$ cat src/hdl/slid_pkg.sv
// Shared types and codes for the sorted list insert/delete block.
`timescale 1ns / 1ps

package slid_pkg;

  // Operation requested with each beat on the command side.
  localparam logic ACT_INSERT = 1'b0;
  localparam logic ACT_DELETE = 1'b1;

  // Status reported with each result beat.
  typedef enum logic [1:0] {
    ST_DONE      = 2'd0,
    ST_NOT_FOUND = 2'd1,
    ST_FULL      = 2'd2
  } status_t;

  // Broadcast control from the list controller to every cell.
  typedef struct packed {
    logic ins;  // insert accepted: cells at or after the slot shift up
    logic del;  // delete with a match: cells from the match shift down
  } cell_ctl_t;

endpackage

$ cat src/hdl/slid_cell.sv
// One storage cell of the sorted list chain.
`timescale 1ns / 1ps

module slid_cell import slid_pkg::*; #(
  parameter int VALUE_WIDTH = 32
) (
  input  logic                   clk,
  input  cell_ctl_t              ctl,
  input  logic [VALUE_WIDTH-1:0] key,
  input  logic                   occupied,
  input  logic                   prev_after,
  input  logic [VALUE_WIDTH-1:0] prev_value,
  input  logic [VALUE_WIDTH-1:0] next_value,
  output logic [VALUE_WIDTH-1:0] stored,
  output logic                   after,
  output logic                   match
);

  logic ge;
  logic at_or_past;

  // Local comparisons against the broadcast key.
  assign ge         = $signed(stored) >= $signed(key);
  assign after      = !occupied || ge;
  assign at_or_past = occupied && ge;
  assign match      = occupied && (stored == key);

  // An insert moves everything after the slot up one place and drops the key
  // into the slot; a delete pulls the tail down over the first match.
  always_ff @(posedge clk) begin
    if (ctl.ins) begin
      if (prev_after) begin
        stored <= prev_value;
      end else if (after) begin
        stored <= key;
      end
    end else if (ctl.del) begin
      if (at_or_past) begin
        stored <= next_value;
      end
    end
  end

endmodule

$ cat src/hdl/sorted_list_insert_delete.sv
// Top level of the sorted list insert/delete block.
`timescale 1ns / 1ps

// Holds up to DEPTH signed values in ascending order in a chain of cells.
// A command beat is taken whenever start is high; busy is always low, so a
// new command may follow in every cycle. Each command gives exactly one
// result beat, marked by done, in the cycle after the command is taken; the
// receiver cannot hold it off, so it must take it in that cycle. All cells
// compare the value against their own entry in parallel and shift one place
// in the same clock, which sets the rate of one command per cycle. An insert
// into a full list reports full, and a delete with no equal entry reports
// not found; in both cases the list is left as it was.
module sorted_list_insert_delete import slid_pkg::*; #(
  parameter int DEPTH       = 16,
  parameter int VALUE_WIDTH = 32
) (
  input  logic                           clk,
  input  logic                           rst,
  input  logic                           start,
  output logic                           busy,
  input  logic                           action,
  input  logic [VALUE_WIDTH-1:0]         value,
  output logic                           done,
  output logic [1:0]                     status,
  output logic [$clog2(DEPTH+1)-1:0]     entry_count,
  output logic [VALUE_WIDTH-1:0]         smallest_value,
  output logic                           smallest_valid
);

  localparam int CW = $clog2(DEPTH + 1);

  logic [CW-1:0]          count;
  logic [CW-1:0]          count_next;
  status_t                result_status;
  status_t                result_status_next;
  cell_ctl_t              ctl;
  logic                   accept;
  logic                   full;
  logic                   found;

  logic [VALUE_WIDTH-1:0] cell_value [DEPTH];
  logic [DEPTH-1:0]       cell_occupied;
  logic [DEPTH-1:0]       cell_after;
  logic [DEPTH-1:0]       cell_match;

  assign busy   = 1'b0;
  assign accept = start && !busy;
  assign full   = (count == CW'(DEPTH));
  assign found  = |cell_match;

  // Broadcast control to the chain.
  assign ctl.ins = accept && (action == ACT_INSERT) && !full;
  assign ctl.del = accept && (action == ACT_DELETE) && found;

  // The chain of cells; each sees its neighbours' entries and flags.
  for (genvar i = 0; i < DEPTH; i++) begin : g_cell
    logic                   prev_after;
    logic [VALUE_WIDTH-1:0] prev_value;
    logic [VALUE_WIDTH-1:0] next_value;

    assign cell_occupied[i] = (count > CW'(i));

    if (i == 0) begin : g_first
      assign prev_after = 1'b0;
      assign prev_value = value;
    end else begin : g_mid
      assign prev_after = cell_after[i-1];
      assign prev_value = cell_value[i-1];
    end

    if (i == DEPTH - 1) begin : g_last
      assign next_value = cell_value[i];
    end else begin : g_inner
      assign next_value = cell_value[i+1];
    end

    slid_cell #(
      .VALUE_WIDTH(VALUE_WIDTH)
    ) u_cell (
      .clk        (clk),
      .ctl        (ctl),
      .key        (value),
      .occupied   (cell_occupied[i]),
      .prev_after (prev_after),
      .prev_value (prev_value),
      .next_value (next_value),
      .stored     (cell_value[i]),
      .after      (cell_after[i]),
      .match      (cell_match[i])
    );
  end

  // Entry count and status for the result beat.
  always_comb begin
    count_next         = count;
    result_status_next = ST_DONE;
    if (action == ACT_INSERT) begin
      if (full) begin
        result_status_next = ST_FULL;
      end else begin
        count_next = count + CW'(1);
      end
    end else begin
      if (found) begin
        count_next = count - CW'(1);
      end else begin
        result_status_next = ST_NOT_FOUND;
      end
    end
  end

  always_ff @(posedge clk) begin
    if (rst) begin
      count         <= '0;
      done          <= 1'b0;
      result_status <= ST_DONE;
    end else begin
      done <= accept;
      if (accept) begin
        count         <= count_next;
        result_status <= result_status_next;
      end
    end
  end

  // Result beat fields follow the list state after the command.
  assign status         = result_status;
  assign entry_count    = count;
  assign smallest_valid = (count != '0);
  assign smallest_value = smallest_valid ? cell_value[0] : '0;

  // Checks on the controller.
  a_count_bound: assert property (@(posedge clk) disable iff (rst)
    count <= CW'(DEPTH))
    else $error("entry count beyond depth");

  a_one_result: assert property (@(posedge clk) disable iff (rst)
    accept |=> done)
    else $error("command without a result beat");

  a_full_status: assert property (@(posedge clk) disable iff (rst)
    done && (result_status == ST_FULL) |-> full)
    else $error("full reported while space remains");

  a_not_found_keeps: assert property (@(posedge clk) disable iff (rst)
    accept && (action == ACT_DELETE) && !found |=> count == $past(count))
    else $error("failed delete changed the count");

  a_insert_grows: assert property (@(posedge clk) disable iff (rst)
    ctl.ins |=> count == $past(count) + CW'(1))
    else $error("insert did not add one entry");

  a_no_both: assert property (@(posedge clk) disable iff (rst)
    !(ctl.ins && ctl.del))
    else $error("insert and delete shift together");

endmodule
$ cat config.mk
export PLATFORM = sky130hd
export DESIGN_NAME = sorted_list_insert_delete
export DESIGN_NICKNAME = d
export VERILOG_FILES = /design/src/hdl/slid_pkg.sv /design/src/hdl/slid_cell.sv /design/src/hdl/sorted_list_insert_delete.sv
export SDC_FILE = /design/constraint.sdc
export NUM_CORES = 2
export LEC_CHECK = 0
export BUFFER_PORTS_ARGS = -buffer_cell sky130_fd_sc_hd__buf_2
export CAP_MARGIN = 20
export CORE_UTILIZATION = 30
export CTS_CLUSTER_DIAMETER = 100
export CTS_CLUSTER_SIZE = 14
export DETAILED_ROUTE_END_ITERATION = 7
export GPL_TIMING_DRIVEN = 0
export PLACE_DENSITY = 0.42
export SLEW_MARGIN = 20
export SYNTH_ARGS = -nofsm -noshare
export SYNTH_HDL_FRONTEND = slang
export SYNTH_SLANG_ARGS = --single-unit
$ cat constraint.sdc
create_clock -name clk -period 17.6 [get_ports clk]
set_clock_uncertainty 0.2 [all_clocks]
set_input_delay 2.64 -clock clk [delete_from_list [all_inputs] [get_ports clk]]
set_output_delay 2.64 -clock clk [all_outputs]
set_load 0.01 [all_outputs]
# ---- After elaboration in Yosys (flattened, before gate mapping)
# Index checks and enable logic that the tools add are counted.
# Widths: inputs -> output; s select.
dict set report word_totals {
  register_bits 520
  latchBits 0
  mem_bits_rw 0
  mem_bits_ro 0
  in_bits 36
  out_inout_bits 42
  memories 0
}
dict set report classes {
  add_sub_neg 2
  mul 0
  n_div 0
  n_lt_le_gt_ge 32
  n_eq_ne 34
  shifts 0
  n_mux 83
  bitwise_logic 1
  reduce_logical 104
}
# operator count
set op_table {}
lappend op_table {{$mux 32} 77}
lappend op_table {{$eq 32x32->1} 16}
lappend op_table {{$ge 32x32->1} 16}
lappend op_table {{$reduce_and 3->1} 16}
lappend op_table {{$ne 3x1->1 const B} 14}
lappend op_table {{$gt 5x4->1 const B} 8}
lappend op_table {{$logic_and 1x1->1} 35}
lappend op_table {{$reduce_bool 2->1} 17}
lappend op_table {{$gt 5x3->1 const B} 4}
lappend op_table {{$logic_not 1->1} 17}
lappend op_table {{$logic_or 1x1->1} 16}
lappend op_table {{$reduce_or 16->1} 1}
lappend op_table {{$mux 5} 3}
lappend op_table {{$gt 5x1->1 const B} 2}
lappend op_table {{$gt 5x2->1 const B} 2}
lappend op_table {{$add 5x1->5 const B} 1}
lappend op_table {{$eq 5x5->1 const B} 1}
lappend op_table {{$reduce_bool 5->1} 1}
lappend op_table {{$sub 5x1->5 const B} 1}
lappend op_table {{$mux 2} 2}
lappend op_table {{$ne 2x1->1 const B} 2}
lappend op_table {{$ne 2x2->1 const B} 1}
lappend op_table {{$reduce_and 2->1} 1}
lappend op_table {{$mux 1} 1}
lappend op_table {{$not 1->1} 1}

# ---- Depth between registers and ports, before layout
dict set report depth {
  ltp_word 6
  ltp_mapped 12
}

# ---- By module
# A second synthesis with hierarchy kept.
dict set report unflattened {
  hier_cells 4351
  hier_area_um2 40760.3
}
# mod instances cells_per_inst area_each_um2 seq_area_each_um2
set by_module_without_submodules {}
lappend by_module_without_submodules {slid_cell 16 263 2483.6 960.9}
lappend by_module_without_submodules {sorted_list_insert_delete 1 143 1022.2 160.2}

# ---- Worst setup path after synthesis
# No wires, ideal clock.
dict set report synth_path {
  path_type {input to register}
  from {in value[9]}
  to {reg g_cell[2].u_cell.stored[0], enable pin}
  setup_time_ps 472
  arrival_ps 7066
  required_ps 16928
  path_slack_ps 9863
  path_stages 10
  path_buffers 0
  cell_sequence {inv_1 ha_1 a21o_1 a21o_1 a221oi_1 o211ai_1 a211oi_1 xor2_1 a21oi_1 o32ai_1}
}
dict set report synth_between {
  elab_chain_cells 6
  elab_cells_between_ends 43
  cone_classes {2 x order compare; 17 x eq/ne; 24 x reduce/logical}
}
# item line_no
set synth_rtl {}
lappend synth_rtl {{start: declaration} sorted_list_insert_delete.sv:22} ;# input logic [VALUE_WIDTH-1:0] value,
lappend synth_rtl {{parallel branches: the longest is 5 deep, another holds $ge 32x32->1} n/a}
lappend synth_rtl {{$reduce_and 3->1 (no line) *} n/a}
lappend synth_rtl {{end signal: assignment} slid_cell.sv:33} ;# stored <= prev_value;
lappend synth_rtl {{end signal: assignment} slid_cell.sv:35} ;# stored <= key;
lappend synth_rtl {{end signal: assignment} slid_cell.sv:39} ;# stored <= next_value;
lappend synth_rtl {{end: declaration} slid_cell.sv:14} ;# output logic [VALUE_WIDTH-1:0] stored,
# Every way passes the cells marked *.
# A chain may end at the register's enable or synchronous reset.

# ---- Final worst setup path
dict set report layout_path {
  from {in value[31]}
  to {reg g_cell[12].u_cell.stored[5], enable pin}
}
dict set report layout_between {
  elab_chain_cells 6
  elab_cells_between_ends 43
  cone_classes {2 x order compare; 17 x eq/ne; 24 x reduce/logical}
}
# item line_no
set layout_rtl {}
lappend layout_rtl {{parallel branches: the longest is 5 deep, another holds $ge 32x32->1} n/a}
lappend layout_rtl {{$reduce_and 3->1 (no line) *} n/a}
lappend layout_rtl {{end signal: assignment} slid_cell.sv:33}
lappend layout_rtl {{end signal: assignment} slid_cell.sv:35}
lappend layout_rtl {{end signal: assignment} slid_cell.sv:39}
lappend layout_rtl {{end: declaration} slid_cell.sv:14}
# Marked as above.

==> metrics <==
status finished, violations left; failing checks design-rule violations; vias 32,220; Post-Layout Cell Count 5,610; Longest Clk Path Bufs 3; CP max FO 17; Reg2Reg Depth 12; largest net degree at the start of global routing 23; #FFs+latches synth 520; global-route total usage across every layer 25.4%; crit path cell chain buf_2, inv_1, ha_1, nand4_1, nor4_1, nand3_1, o22ai_1, nor4_1, a21o_1, buf_2, buf_2, a21oi_4, buf_16; PwrDens 77.8 nW/um^2; Int Power approximately 2.2 mW; CTS resizes 0; number of buffers created by CTS 43; Worst-Skew Late Latency 0.63 ns; Netlist Area Pre-Place roughly 38,000 um^2; Setup crit start kind input pin; Seq pwr share 45.8%; Gate power share 23.7%; GR Util met1 34.7%; f_max around 130 MHz; wire per inst 29.3 um; Worst EP required 17.73 ns; H-tree depth 2; sw frac 33.8%; post-synth net total ~4,400; slowest CP cell nor4_1; global route overflow 0; DRT iter0 DRCs 2,983; crit path capture type flip-flop; most common flop cell mapped by yosys edfxtp_1; root buf cell clkbuf_16; Slew @ Worst Pin 1.20 ns; worst vdd ir 0.0000608 V; top-area cell type share of the netlist area between 40 and 50%; final period utilization a little over two fifths; Max Slew Vio Count 0; Pleak between 15 and 20 nW; CP Class in2reg; Via density around 5.7; core box area between 100,000 and 150,000 um^2; Clock power frac a little under a third; Placed Cells 5,538; crit path time final 7.68 ns; Critical Path Max Stage Delay 0.82 ns; unrepaired setup endpoints after global routing no; total negative slack 0 ns; endpoints failing setup 0; die area 127,000 um^2; Final ANT Viol Nets 0; fill count 12,866; Post-Route WL 164 mm; # nets final around 4,500; share of layout cells above drive strength 1 5.79%; Slew headroom around a fifth; Post-CTS Hold Buffers 0; CP arrival 7.82 ns; Site Rows 129; Area Growth Syn to Fin 11.8%; Post-CTS Setup Bufs 0; yosys warns 0; I/O pin count 78; clock-pin slew on the worst setup and hold paths roughly 0.07 ns; initial antenna violation count 7; cell count after synthesis 3,801; top post-synthesis cells by area edfxtp_1 41%, ha_1 17%, o211ai_1 7.4%, nand2_1 5.0%, nand3_1 4.9%; Util after Layout between 30% and 40%; Buf+Inv Stages, Crit Path 5; Cell variety after synth between 70 and 80; most common cell in the netlist ha_1; Placer Congestion 0.953; final hold violation count 0; Crit path top cell by count buf_2; Worst Hold Class reg2reg; die width 356 um; Hold Path Stages 2; Largest delay share family, worst path simple AND/OR/NAND/NOR gates; met3 Use GR 2.60%; Most Crowded Layer GR met2; met2 usage between 40 and 50%; top cells by count, synth 517 x ha_1, 512 x edfxtp_1, 504 x nand2_1, 369 x o211ai_1, 368 x nand3_1; post-synth top area cell edfxtp_1; register area share after synthesis 41.3%; Starting Density 30.3%; Die Y approximately 360 um; WP depth 13; CTS tree yes; P_sw approximately 1.1 mW; Async SR Flop Fraction 0%; Avg Cell Area, Syn 9.89 um^2; IO buf count 74; Max-cap violations 0; hpwl dp 137 mm; Remaining DRCs 5; CTS Sinks 520; Post-synth EDFFs 512; global-route wire length before repair 231 mm; Pre-antenna DRT Iters 8; vias in the first global route 31,662
-- metal layers --
metal,wire length [um],share of wire [%]
met5,13,0.0079
met1,73500,45
met3,9380,5.7
met2,75200,46
met4,6290,3.8
-- logic make-up after synthesis --
family	synth area share, %
AND/OR/NAND/NOR	16.6
AO/OA/AOI/OAI	17.9
flip-flops	41.3
adder cells (fa/ha/maj)	17.2
buffers and inverters	3.56
multiplexers	3.14
XOR/XNOR	0.163
other	0.00998
-- cell type report --
type	count	area (um^2)	share of cell area [%]
antenna	1	2.50	0.00595
buffer	251	1080	2.56
clock buffer	69	1240	2.94
clock inverter	2	11.3	0.0268
inverter	71	267	0.634
multi-input combinational	2959	20900	49.7
sequential	520	15500	37.0
tap	1637	2050	4.87
timing repair buffer	100	945	2.25
-- placed cells by master, fill, tap and decap left out, drive strengths merged, types with 18 or more instances in the layout --
cell type    n
clkbuf     265
edfxtp     512
inv         71
nor3        18
mux2i       76
nand2      504
nor2       142
a31oi       37
nand3      368
buf        155
mux2        36
a21oi      231
o21ai      108
nor4        26
a21o       156
nand4      158
o211ai     369
and2        36
ha         517
nor2b       22
-- registers in the layout, summed over array words and instances, names as in the netlist --
name and cells:
done 1, entry_count 5, g_cell.u_cell.stored 512, status 2
-- through the flow --
step	hold WS, ns	power, mW	worst slack [ns]	instance area [um^2]
6_report	0.296	3.27	9.92	42000
5_1_grt	0.328	3.39	9.76	42000
3_5_place_dp	0.284	2.29	9.30	40800
2_1_floorplan	0.331	1.96	9.86	37600
3_3_place_gp	0.272	2.27	6.51	40000
4_1_cts	0.302	3.28	9.97	42000
-- power by group through the flow --
stage	registers (mW)	logic, mW	clock network, mW
floorplan	1.50	0.463	0
global placement	1.53	0.744	0
detailed placement	1.52	0.771	0
CTS	1.49	0.774	1.01
global route	1.50	0.846	1.05
finish	1.50	0.775	0.997
-- path summary, 6_finish.rpt --
| kind | startpoint | end | slack (ns) |
|---|---|---|---|
| worst max register to register | entry_count[1]$_SDFFE_PP0P_ | g_cell[6].u_cell.stored[25]$_DFFE_PP_ | 11.79 |
| worst min-delay path | status[1]$_SDFFE_PP0P_ | status[1]$_SDFFE_PP0P_ | 0.30 |
| worst min register to register | status[1]$_SDFFE_PP0P_ | status[1]$_SDFFE_PP0P_ | 0.30 |
| worst max-delay path | value[31] | g_cell[12].u_cell.stored[5]$_DFFE_PP_ | 9.92 |
-- worst min-delay path, stage by stage, from the launching register on --
cell and delay, ns:
dfxtp_1 0.33, mux2i_1 0.06, nor2_1 0.08
(Power assumes the default switching activity.)
